<file path="src/sv/fmpm_pkg.sv">
`default_nettype none
package fmpm_pkg;

  localparam int unsigned SAMPLE_W = 16;
  localparam int unsigned OUT_W    = 16;
  localparam int unsigned AMP_W    = 15;
  localparam int unsigned STEP_W   = 31;
  localparam int unsigned PROD_W   = 48;
  localparam int unsigned INC_W    = 32;
  localparam int unsigned FRAC_SH  = 15;

  localparam logic [STEP_W-1:0] STEP_RESET = 31'd21474836;

  localparam logic [63:0] AMP_SCALE   = 64'd22937;
  localparam logic [63:0] HALF_PI_Q30 = 64'd1686629713;
  localparam logic [63:0] HALF_Q30    = 64'd1 << 29;

  // APB register map, one word per register
  typedef enum logic {
    REG_DEVIATION_STEP = 1'b0
  } reg_idx_t;

  // Unsigned long division, used only while building the table at elaboration
  function automatic logic [63:0] udiv64(input logic [63:0] num,
                                         input logic [63:0] den);
    logic [63:0] quo;
    logic [64:0] rem;
    quo = '0;
    rem = '0;
    for (int b = 63; b >= 0; b--) begin
      rem = {rem[63:0], num[b]};
      if (rem >= {1'b0, den}) begin
        rem    = rem - {1'b0, den};
        quo[b] = 1'b1;
      end
    end
    return quo;
  endfunction

  // Quarter-wave sine entry k of 2**abits, scaled to AMP_SCALE, Q30 Taylor series
  function automatic logic [AMP_W-1:0] sine_entry(input int unsigned k,
                                                   input int unsigned abits);
    logic [63:0] x;
    logic [63:0] x2;
    logic [63:0] term;
    logic [63:0] sum;
    logic [63:0] scaled;
    logic [63:0] den;
    x = (64'(k) * HALF_PI_Q30) >> abits;
    x2 = (x * x) >> 30;
    term = x;
    sum = x;
    for (int unsigned i = 1; i <= 8; i++) begin
      den = 64'(2 * i) * 64'(2 * i + 1);
      term = udiv64((term * x2) >> 30, den);
      if (i[0]) begin
        sum = (sum >= term) ? sum - term : 64'd0;
      end else begin
        sum = sum + term;
      end
    end
    scaled = (sum * AMP_SCALE + HALF_Q30) >> 30;
    if (scaled > AMP_SCALE) begin
      scaled = AMP_SCALE;
    end
    return scaled[AMP_W-1:0];
  endfunction

endpackage
`default_nettype wire

</file>
<file path="src/sv/fmpm_cfg.sv">
`default_nettype none
module fmpm_cfg
  import fmpm_pkg::*;
(
  input  wire logic              clk,
  input  wire logic              rst,
  input  wire logic              psel,
  input  wire logic              penable,
  input  wire logic              pwrite,
  input  wire logic [2:0]        paddr,
  input  wire logic [31:0]       pwdata,
  output logic      [31:0]       prdata,
  output logic                   pready,
  output logic      [STEP_W-1:0] deviation_step
);

  reg_idx_t reg_idx;
  logic     in_map;
  logic     wr_en;

  assign reg_idx = reg_idx_t'(paddr[2]);
  assign in_map  = (paddr[2] == 1'b0);
  assign pready  = 1'b1;
  assign wr_en   = psel && penable && pwrite && pready && in_map;

  always_ff @(posedge clk) begin
    if (rst) begin
      deviation_step <= STEP_RESET;
    end else if (wr_en && reg_idx == REG_DEVIATION_STEP) begin
      deviation_step <= pwdata[STEP_W-1:0];
    end
  end

  always_comb begin
    case (reg_idx)
      REG_DEVIATION_STEP: prdata = {1'b0, deviation_step};
      default:            prdata = 32'd0;
    endcase
  end

endmodule
`default_nettype wire

</file>
<file path="config.mk">
export PLATFORM = sky130hd
export DESIGN_NAME = fmpm_cfg
export DESIGN_NICKNAME = d
export VERILOG_FILES = /design/src/sv/fmpm_pkg.sv /design/src/sv/fmpm_cfg.sv
export SDC_FILE = /design/constraint.sdc
export NUM_CORES = 1
export LEC_CHECK = 0
export BUFFER_PORTS_ARGS = -buffer_cell sky130_fd_sc_hd__buf_4
export CORE_MARGIN = 2
export CORE_UTILIZATION = 30
export DETAILED_ROUTE_END_ITERATION = 10
export PLACE_DENSITY = 0.68
export SYNTH_ARGS = -nofsm -noshare
export SYNTH_HDL_FRONTEND = slang
export SYNTH_SLANG_ARGS = --single-unit
</file>
<file path="constraint.sdc">
create_clock -name clk -period 2.1 [get_ports clk]
set_input_delay 0.42 -clock clk [delete_from_list [all_inputs] [get_ports clk]]
set_output_delay 0.42 -clock clk [all_outputs]
set_load 0.01 [all_outputs]
</file>
Word-level counts from Yosys, hierarchy flattened
Index checks and enable logic that the tools add are counted.
{"block": "classes", "add_sub_neg": 0, "mul": 0, "div": 0, "n_lt_le_gt_ge": 0, "n_eq_ne": 0, "shifts": 0, "muxes": 1, "n_bitwise": 1, "reduce_logical": 4}
{"cell": "31-bit 2-to-1 mux", "count": 1}
{"cell": "1-bit logical AND", "count": 4}
{"cell": "1-bit NOT", "count": 1}
{"block": "totals", "register_bits": 31, "latch_bits": 0, "ram_bits": 0, "romBits": 0, "inputBits": 40, "output_inout_bits": 64, "mem_count": 0}

Longest topological paths before layout
{"block": "logic_depth", "word_depth": 4, "ltp_mapped": 4, "ltp_nobuf": 2}

Worst setup path after synthesis
Ideal clock, no wire load.
{"block": "synth_timing", "path_kind": "in2out", "startpoint": "in paddr[2]", "endpoint": "out prdata[0]", "arrival_time_ns": 0.804, "required_ns": 1.680, "slack_ns": 0.876, "cell_stages": 2, "n_path_buf": 1, "cell_sequence": "clkbuf_1 -> nor2b_1"}
{"block": "synth_between", "elab_chain_cells": 1}
{"element": "start, declared", "line_no": "fmpm_cfg.sv:10", "source": "input wire logic [2:0] paddr,"}
{"element": "31-bit 2-to-1 mux", "line_no": "fmpm_cfg.sv:35", "source": "case (reg_idx)"}
{"element": "end, declared", "line_no": "fmpm_cfg.sv:12", "source": "output logic [31:0] prdata,"}
No other way between the ends.

Worst setup path in the final report
{"block": "layout_timing", "startpoint": "in paddr[2]", "endpoint": "out prdata[28]"}
The elaborated chain is that of the path after synthesis.

==> impl_results.md <==
* Clock sinks at 31
* Mean number of vias per cell at slightly above 4
* IO Port Bufs at a little under 100
* RePlAce Congestion at 0.6639
* Slew Viols, Final at 0
* Initial antenna violation count at 0
* CTS Buffer Depth at 2
* Clk Latency, worst-skew pair at between 200 and 300 ps
* Outcome: finished, final reports clean
* VDD IR max at ~0.22 mV
* DRC at 0
* Register bit total from synthesis at 31
* Number of fill cells at about 530
* Mapped Area at 1598 um2
* Post-CTS Setup Inserts at 0
* Top Registers: deviation_step: 31 flops
* Biggest register: deviation_step
* Worst Path Arrival at 1110 ps
* Mapped Avg Cell Area at 9.183 um2
* Largest net degree at the start of global routing at 63
* Post-synthesis sequential area ratio at 38.84%
* HP Start: pwdata[10]
* CP startpoint kind: input port
* Synth Instances at around 170
* Vias in the first global route at 1275
* P_leak at ~1.0 nW
* DR vias at ~1400
* Cts hold-fix bufs at 0
* Largest register FFs at 31
* Top delay family on crit path: buffers and inverters
* Worst Clk Skew at 0 ps
* Worst path slowest cell: buf_4
* CTS tree: built
* Max Cap Violations at 0
* Worst-path cell chain: buf_4 -> and2b_2 -> buf_4
* Fmax at between 600 and 700 MHz
* Core Area at 5140 um2
* DP HPWL at approximately 2.5 mm
* Syn_nets at approximately 210
* Number of antenna diodes at 0
* Post-CTS sizing at 0
* WP buf/inv at 2
* CP dominant cell by count: buf_4
* Final ANT Viol Nets at 0
* Drt first pass iters at 4
* Ratio of cells with drive above 1 in the final layout at between 40 and 50%
* Cell row count at 26
* Synthesis Warnings at 0
* Die Ht at ~77 um
* GRT Resource Usage Total at between 10% and 20%
* Starting density of the core at 31.09%
* Period Utilization, post-route at 72.95%
* RR Startpoint: deviation_step[9]$_SDFFE_PP1P_
* Total design power at around 1.2 mW
* WP depth at 3
* Iteration-0 DRC Markers at 36
* Reg2reg setup slack at between 1000 and 1500 ps
* Worst hold path type: input port to flip-flop
* Io pins at 104
* Routed len/inst at around 11 um
* Drt total wl at around 3.6 mm
* Layout net count at just over 300
* Critical Path RT at approximately 1700 ps
* RSZ-0062 raised after global routing: no
* Critical path class: input port to primary output
* Clk slew on worst S/H paths at roughly 60 ps
* Crit path time final at around 1500 ps
* Final setup violation count at 0
* Crit-path max FO at 32
* First-pass GRT wire length at 5.906 mm
* GRT Residual Overflow at 0
* Worst reg2reg endpoint: deviation_step[9]$_SDFFE_PP1P_
* Total CTS buffers at 5
* Root buffer cell: clkbuf_8
* Die ar. at approximately 5900 um2
* H-tree depth at 2
* PD cells at just over 500 nW/um2
* Layout Utilization at a little under half
* Distinct cells, synth at 13
* Critical Path Max Stage Delay at between 200 and 300 ps
* Worst Reg-to-Reg Cells at 2
* Hold path depth at 3
* Hold Fails Final Rpt at 0
* Setup TNS at 0 ps
* Setup crit end kind: primary output
* Hold Path End: deviation_step[10]$_SDFFE_PP1P_
* Syn-to-layout area delta at 49.57%
* Die X-Extent at approximately 77 um
## final cells by class
| class | count | area [um2] | share of cell area, % |
|---|---|---|---|
| Clock buffer | 6 | 72.57 | 3.037 |
| Timing Repair Buffer | 99 | 755.7 | 31.62 |
| Tap cell | 70 | 87.58 | 3.665 |
| Sequential cell | 31 | 620.6 | 25.97 |
| Multi-Input combinational cell | 127 | 853.3 | 35.71 |
## logic make-up after synthesis
group / synth area share (%)
buf+inv: 7.830
flops: 38.84
simple gates: 33.44
other cells: 0.4700
mux: 19.42
## layer usage
layer  wire length (um)  GRT usage [%]  vias up
li1                   -              -      717
met3                264          4.471        7
met1               1638          14.53      606
met2               1610          20.26       54
met4                 38          4.286        0
met5                  0              0        -
## power breakdown
part	leakage, nW	switching [mW]	total (mW)	internal (mW)
clock	0.0371	0.195	0.415	0.220
combinational	0.751	0.0822	0.200	0.118
sequential	0.251	0.00934	0.611	0.602
total	1.04	0.287	1.23	0.939
## how the worst max path moves through the flow
stage              from                         endpoint  slack (ps)
2_1_floorplan  paddr[2]                        prdata[0]         880
3_3_place_gp   paddr[2]                       prdata[28]         560
3_5_place_dp   paddr[2]  deviation_step[25]$_SDFFE_PP0P_         550
4_1_cts        paddr[2]                       prdata[28]         560
5_1_grt        paddr[2]                       prdata[28]         510
6_report       paddr[2]                       prdata[28]         570
## placed cells by master (no fill, tap or decap)
cell type | Yosys | routed
clkbuf_8 | 0 | 5
nor2b_1 | 30 | 30
and4b_2 | 0 | 1
buf_4 | 2 | 98
buf_12 | 3 | 1
conb_1 | 2 | 2
mux2i_1 | 31 | 31
dfxtp_1 | 31 | 31
clkbuf_1 | 9 | 1
nand2b_1 | 38 | 38
and2b_2 | 1 | 1
nor2_1 | 24 | 24
## per-stage QoR
step                      hold WS (ps)  cell area (um2)  cells  setup slack (ps)
after detailed placement         478.3             2317    327             549.0
final                            397.4             2390    333             568.0
after global routing             399.0             2390    333             513.7
after CTS                        392.3             2390    333             559.8
after global placement           473.3             2317    327             564.9
after floorplan                  500.2             1598    174             875.6
## cell usage after synthesis
library cell	instances	area (um2)
buf_12	3	60.06
clkbuf_1	9	33.78
and4b_1	1	10.01
buf_2	1	5.000
and2b_2	1	8.760
conb_1	2	7.510
nor2b_1	30	187.7
nor2_1	24	90.09
nand2b_1	38	237.7
buf_6	1	11.26
mux2i_1	31	310.3
buf_4	2	15.01
dfxtp_1	31	620.6
## worst register-to-register path, stage by stage (launching register included)
cell	delay (ps)
dfxtp_1	320
nor2_1	100
mux2i_1	80
No activity file was read; power rests on OpenSTA's default activity.
