--- src/sv/fmpm_pkg.sv ---
`default_nettype none
package fmpm_pkg;

  localparam int unsigned SAMPLE_W = 16;
  localparam int unsigned OUT_W    = 16;
  localparam int unsigned AMP_W    = 15;
  localparam int unsigned STEP_W   = 31;
  localparam int unsigned PROD_W   = 48;
  localparam int unsigned INC_W    = 32;
  localparam int unsigned FRAC_SH  = 15;

  localparam logic [STEP_W-1:0] STEP_RESET = 31'd21474836;

  localparam logic [63:0] AMP_SCALE   = 64'd22937;
  localparam logic [63:0] HALF_PI_Q30 = 64'd1686629713;
  localparam logic [63:0] HALF_Q30    = 64'd1 << 29;

  // APB register map, one word per register
  typedef enum logic {
    REG_DEVIATION_STEP = 1'b0
  } reg_idx_t;

  // Unsigned long division, used only while building the table at elaboration
  function automatic logic [63:0] udiv64(input logic [63:0] num,
                                         input logic [63:0] den);
    logic [63:0] quo;
    logic [64:0] rem;
    quo = '0;
    rem = '0;
    for (int b = 63; b >= 0; b--) begin
      rem = {rem[63:0], num[b]};
      if (rem >= {1'b0, den}) begin
        rem    = rem - {1'b0, den};
        quo[b] = 1'b1;
      end
    end
    return quo;
  endfunction

  // Quarter-wave sine entry k of 2**abits, scaled to AMP_SCALE, Q30 Taylor series
  function automatic logic [AMP_W-1:0] sine_entry(input int unsigned k,
                                                   input int unsigned abits);
    logic [63:0] x;
    logic [63:0] x2;
    logic [63:0] term;
    logic [63:0] sum;
    logic [63:0] scaled;
    logic [63:0] den;
    x = (64'(k) * HALF_PI_Q30) >> abits;
    x2 = (x * x) >> 30;
    term = x;
    sum = x;
    for (int unsigned i = 1; i <= 8; i++) begin
      den = 64'(2 * i) * 64'(2 * i + 1);
      term = udiv64((term * x2) >> 30, den);
      if (i[0]) begin
        sum = (sum >= term) ? sum - term : 64'd0;
      end else begin
        sum = sum + term;
      end
    end
    scaled = (sum * AMP_SCALE + HALF_Q30) >> 30;
    if (scaled > AMP_SCALE) begin
      scaled = AMP_SCALE;
    end
    return scaled[AMP_W-1:0];
  endfunction

endpackage
`default_nettype wire

--- src/sv/fmpm_nco.sv ---
`default_nettype none
module fmpm_nco
  import fmpm_pkg::*;
#(
  parameter int unsigned PHASE_BITS = 32
) (
  input  wire logic                       clk,
  input  wire logic                       rst,
  input  wire logic        [STEP_W-1:0]   deviation_step,
  input  wire logic                       in_valid,
  output logic                            in_ready,
  input  wire logic signed [SAMPLE_W-1:0] in_sample,
  input  wire logic                       in_last,
  output logic                            out_valid,
  input  wire logic                       out_ready,
  output logic             [PHASE_BITS-1:0] out_phase,
  output logic                            out_last
);

  localparam int unsigned EXT_W = (PHASE_BITS > INC_W) ? PHASE_BITS : INC_W;

  // input register
  logic                       v0;
  logic signed [SAMPLE_W-1:0] smp0;
  logic                       last0;
  // product register
  logic                       v1;
  logic signed [PROD_W-1:0]   prod1;
  logic                       last1;

  logic                       rdy0;
  logic                       rdy1;
  logic                       rdy2;
  logic signed [PROD_W-1:0]   prod_next;
  logic signed [INC_W-1:0]    inc;
  logic signed [EXT_W-1:0]    inc_ext;
  logic        [PHASE_BITS-1:0] phase_next;

  assign rdy2     = !out_valid || out_ready;
  assign rdy1     = !v1 || rdy2;
  assign rdy0     = !v0 || rdy1;
  assign in_ready = rdy0;

  assign prod_next = $signed({1'b0, deviation_step}) * PROD_W'(smp0);
  // arithmetic shift rounds toward minus infinity
  assign inc        = prod1[INC_W+FRAC_SH-1:FRAC_SH];
  assign inc_ext    = EXT_W'(inc);
  assign phase_next = out_phase + inc_ext[PHASE_BITS-1:0];

  always_ff @(posedge clk) begin
    if (rst) begin
      v0 <= 1'b0;
      v1 <= 1'b0;
      out_valid <= 1'b0;
      out_phase <= '0;
    end else begin
      if (rdy0) begin
        v0 <= in_valid;
      end
      if (rdy1) begin
        v1 <= v0;
      end
      if (rdy2) begin
        out_valid <= v1;
      end
      // advance the accumulator once per transfer into the phase stage
      if (rdy2 && v1) begin
        out_phase <= phase_next;
      end
    end
  end

  always_ff @(posedge clk) begin
    if (rdy0 && in_valid) begin
      smp0  <= in_sample;
      last0 <= in_last;
    end
    if (rdy1 && v0) begin
      prod1 <= prod_next;
      last1 <= last0;
    end
    if (rdy2 && v1) begin
      out_last <= last1;
    end
  end

endmodule
`default_nettype wire

--- config.mk ---
export PLATFORM = sky130hd
export DESIGN_NAME = fmpm_nco
export DESIGN_NICKNAME = d
export VERILOG_FILES = /design/src/sv/fmpm_pkg.sv /design/src/sv/fmpm_nco.sv
export SDC_FILE = /design/constraint.sdc
export NUM_CORES = 1
export LEC_CHECK = 0
export CORE_UTILIZATION = 51
export DETAILED_ROUTE_END_ITERATION = 8
export DONT_BUFFER_PORTS = 1
export PLACE_DENSITY = 0.69
export SYNTH_ARGS = -nofsm -noshare
export SYNTH_HDL_FRONTEND = slang
export SYNTH_SLANG_ARGS = --single-unit
--- constraint.sdc ---
create_clock -name clk -period 7.4 [get_ports clk]
set_input_delay 0.74 -clock clk [delete_from_list [all_inputs] [get_ports clk]]
set_output_delay 0.74 -clock clk [all_outputs]
set_load 0.01 [all_outputs]
-- Yosys cells after proc, flatten, opt, wreduce, memory -nomap -nowiden
Index checks and enable logic that the tools add are counted.
- $add $sub $neg: 1
- $mul: 1
- divide/modulo/power cells: 0
- $lt $le $gt $ge: 0
- equality and inequality tests: 0
- shift-type cells: 0
- multiplexer cells: 0
- bitwise logic cells: 0
- reductions and logical operators: 9
- operators by type and width (kind ; number):
    32-bit by 16-bit multiplier with 47-bit output ; 1
    32-bit adder ; 1
    1-bit logical AND ; 3
    1-bit logical NOT ; 3
    1-bit logical OR ; 3
- flip-flop bits (word level): 101
- bits in latches: 0
- memory bits (writable): 0
- bits in read-only memories: 0
- input bits: 52
- output and inout port bits: 35
- word-level logic and storage cells: 20
- memories kept: 0

-- Depth between registers and ports, before layout
- depth in word-level cells: 5
- gate-level depth with buffers: 24
- gate-level depth less buffers: 23

-- Least setup slack after synthesis
No wires, ideal clock.
- path type: input-to-reg
- from: input port deviation_step[28]
- to: register prod1[42] (data pin)
- library setup time: 260 ps
- arrival time: 6094 ps
- data required time: 7140 ps
- slack: 1046 ps
- cell stages on the path: 23
- path buffers: 1
- cell sequence: clkbuf_1 nand2_1 fa_1 inv_1 fa_1 inv_1 fa_1 inv_1 fa_1 fa_1 inv_1 fa_1 inv_1 ha_1 a21o_1 a21o_1 a21oi_1 o21ai_0 nor2_1 o21ai_4 a311oi_2 o21bai_2 xor2_1
- cells in the longest elaborated chain, start to end: 1
- RTL lines (what ; RTL line ; text):
    start, declared ; fmpm_nco.sv:9 ; input wire logic [STEP_W-1:0] deviation_step,
    32-bit by 16-bit multiplier with 47-bit output ; fmpm_nco.sv:44 ; assign prod_next = $signed({1'b0, deviation_step}) * PROD_W'(smp0);
    named net prod_next[42] ; fmpm_nco.sv:34 ; logic signed [PROD_W-1:0] prod_next;
    end signal, assigned ; fmpm_nco.sv:79 ; prod1 <= prod_next;
    end, declared ; fmpm_nco.sv:28 ; logic signed [PROD_W-1:0] prod1;
The timed path passes the listed nets, and every way through them passes these cells.
A chain may end at the register's enable or synchronous reset.

-- Worst setup path in the final report
- from: register smp0[9]
- to: register prod1[42] (data pin)
- cells in the longest elaborated chain, start to end: 1
- RTL lines (what ; RTL line ; text):
    start, declared ; fmpm_nco.sv:24 ; logic signed [SAMPLE_W-1:0] smp0;
    start signal, assigned ; fmpm_nco.sv:75 ; smp0 <= in_sample;
    32-bit by 16-bit multiplier with 47-bit output ; fmpm_nco.sv:44 ;
    named net prod_next[42] ; fmpm_nco.sv:34 ;
The timed path passes the listed nets, and every way through them passes these cells.

==> impl_metrics.toml <==
[run_status]
status = "finished clean"

[placed_design]
dpl_cell_area_mm2 = 0.02037
globalplace.congestion = 0.8828
dpl.hpwl_mm = 39.67
port_buffers = 0

[timing]
setup-tns-final_ns = 0
fin_skew_ns = 0.02077
worstMarginPinSlew_ns = 1.172
clock.fmax_mhz = 147.0
finalHoldViolCount = 0
slew_viol_final = 0
grt_setup_unrepaired = "false"
whs_ns = 0.4381
timing.final.crit_period_ns = 6.801
period_share = 0.9190
relSlewSlack = 0.2186
final-setup-viol-count = 0

[clock_network]
clkSinkCount = 86
cts_hold_buf = 0
htreeDepth = 3
clk_latency_ns = 0.37
ctsLongestPathBuffers = 2
cts_setup_buffers = 0
clk_pin_slew_ns = 0.09
root_buffer = "clkbuf_16"
cts_tree = "built"
cts_inserted_buffers = 9
cts_resized = 0

[cells_and_area]
final_core_util = 0.5349
finish.instance_area_mm2 = 0.02067
layout_commonest_cell = "inv_1"
fillers = 3508
nNetsFinal = 2752
drive_above_1_share = 0.03057
layout_common_cells = "492 x inv_1, 404 x fa_1, 301 x nand2_1, 213 x and2_1, 175 x ha_1"
top_regs = "out_phase (32), prod1 (32), smp0 (16)"
syn_to_final_growth_pct = 3.671

[logic_synthesis]
syn_nets = 2816
syn_inst = 2185
ys_ff_latch = 86
synth_ff_type = "edfxtp_1"
yosysTopAreaCell = "fa_1"
async_reset_ff_frac = 0
synth_area_mm2 = 0.01994
synth_edf_count = 51
ys_seq_area_frac = 0.1119
yosys-top-cells-area = "fa_1 41%, ha_1 11%, inv_1 9.3%"
yosysWarningCount = 0
yosys.area.top_type_share = 0.4056
synth.distinct_cells = 73
avgSynthCellArea_um2 = 9.126

[detailed_routing]
wl_met1_mm = 19.96
via_per_inst = 5.402
drt_iter0_markers = 840
drc = 0
wl_met3_mm = 3.056
totalWireLength_mm = 49.36
drtAntennaViolNets = 0
drt_first_pass_iters = 5
met2WireLength_mm = 24.63
wl_per_cell_um = 18.66
vias = 14288
topRoutingLayerUsed = "met5"

[critical_path]
worstPathRequired_ns = 7.51
end_kind = "flip-flop"
cp-start-kind = "flip-flop"
crit_family = "adder cells"
cp_slowest_cell = "edfxtp_1"
path_cells = "buf_4, buf_4, nand2_1, fa_1, inv_1, fa_1, fa_1, fa_1, fa_1, inv_1, fa_1, inv_1, ha_1, a21o_1, a21o_1, a21oi_1, o21ai_0, nor2_1, o21ai_4, a311oi_2, o21bai_2, xor2_1"
worst-path-buf-inv = 5
max_stage_delay_ns = 0.74
cp_max_fo = 12
worst-setup-path-type = "flip-flop to flip-flop"
cpMostUsedCell = "fa_1"
arrival_ns = 6.91

[global_routing]
antenna_found_initial = 2
grt_max_degree = 44
track_usage = 0.2636
overflow = 0
grt_pass1_vias = 15318
grt_pass1_wl_mm = 80.16

[die]
initial_core_util = 0.5160
core_mm2 = 0.03865
chipWidth_um = 199.7
fp-row-count = 72
dieArea_mm2 = 0.03989
io_pins = 87
die_y_um = 199.7

[run]
drv_cap = 0

[hold_path]
hold_class = "flip-flop to flip-flop"
-- layout make-up --
class                      count  area, um^2  share of cell area
clock buffer                  11       254.0             0.01229
antenna                        1       2.502           0.0001211
timing repair buffer          22       177.7            0.008595
inverter                     493        1851             0.08952
tap                          518       648.1             0.03135
clock inverter                 5       45.04            0.002179
sequential                    86        2232              0.1080
multi-input combinational   1509       15460              0.7480
-- cell usage after synthesis (all sizes together) (18+ instances only) --
master / n
nand4: 18
fa: 404
and2: 213
o21ai: 27
ha: 175
xor2: 23
xnor2: 32
a21o: 33
inv: 492
edfxtp: 51
dfxtp: 35
nor2: 60
clkbuf: 94
a21oi: 71
nand2: 302
-- cells by family (layout without fill, tap and decap cells) --
| kind of cell | Yosys count | in the layout | synth area share |
|---|---|---|---|
| muxes | 3 | 3 | 0.001569 |
| adders and majority gates | 579 | 579 | 0.5154 |
| buffers and inverters | 590 | 531 | 0.1135 |
| DFF | 86 | 86 | 0.1119 |
| xor gates and xnor gates | 55 | 55 | 0.02416 |
| and+or+nand+nor | 676 | 676 | 0.1667 |
| AOI/OAI and AO/OA | 196 | 196 | 0.06670 |
| other | 0 | 1 | 0 |
-- worst register-to-register path, cell delays in order (launching register included) --
cell	delay, ns
edfxtp_1	0.74
buf_4	0.32
buf_4	0.24
nand2_1	0.09
fa_1	0.48
inv_1	0.05
fa_1	0.48
fa_1	0.58
fa_1	0.46
fa_1	0.50
inv_1	0.05
fa_1	0.47
inv_1	0.04
ha_1	0.33
a21o_1	0.20
a21o_1	0.17
a21oi_1	0.15
o21ai_0	0.12
nor2_1	0.29
o21ai_4	0.13
a311oi_2	0.39
o21bai_2	0.10
xor2_1	0.15
-- per-stage QoR --
step                cells  worst slack [ns]
floorplan            2185             1.046
global placement     2628            0.8174
detailed placement   2628            0.7046
CTS                  2644            0.6720
global route         2645            0.2741
finish               2645            0.5994
-- layer usage --
metal / vias to the layer above / global-route usage
li1: 6467 / -
met1: 7301 / 0.3325
met2: 423 / 0.4549
met3: 95 / 0.04301
met4: 2 / 0.09924
met5: - / 0
-- path summary, 6_finish.rpt --
check / start / endpoint / slack, ns / cells past startpoint
worst min register to register: last1 / out_last / 0.44 / 0
worst max-delay path: smp0[9] / prod1[42] / 0.60 / 22
worst min-delay path: last1 / out_last / 0.44 / 0
worst max register to register: smp0[9] / prod1[42] / 0.60 / 22
Power is not shown: default switching activity piles up to over one toggle a cycle in this logic, so the estimate is an artifact.
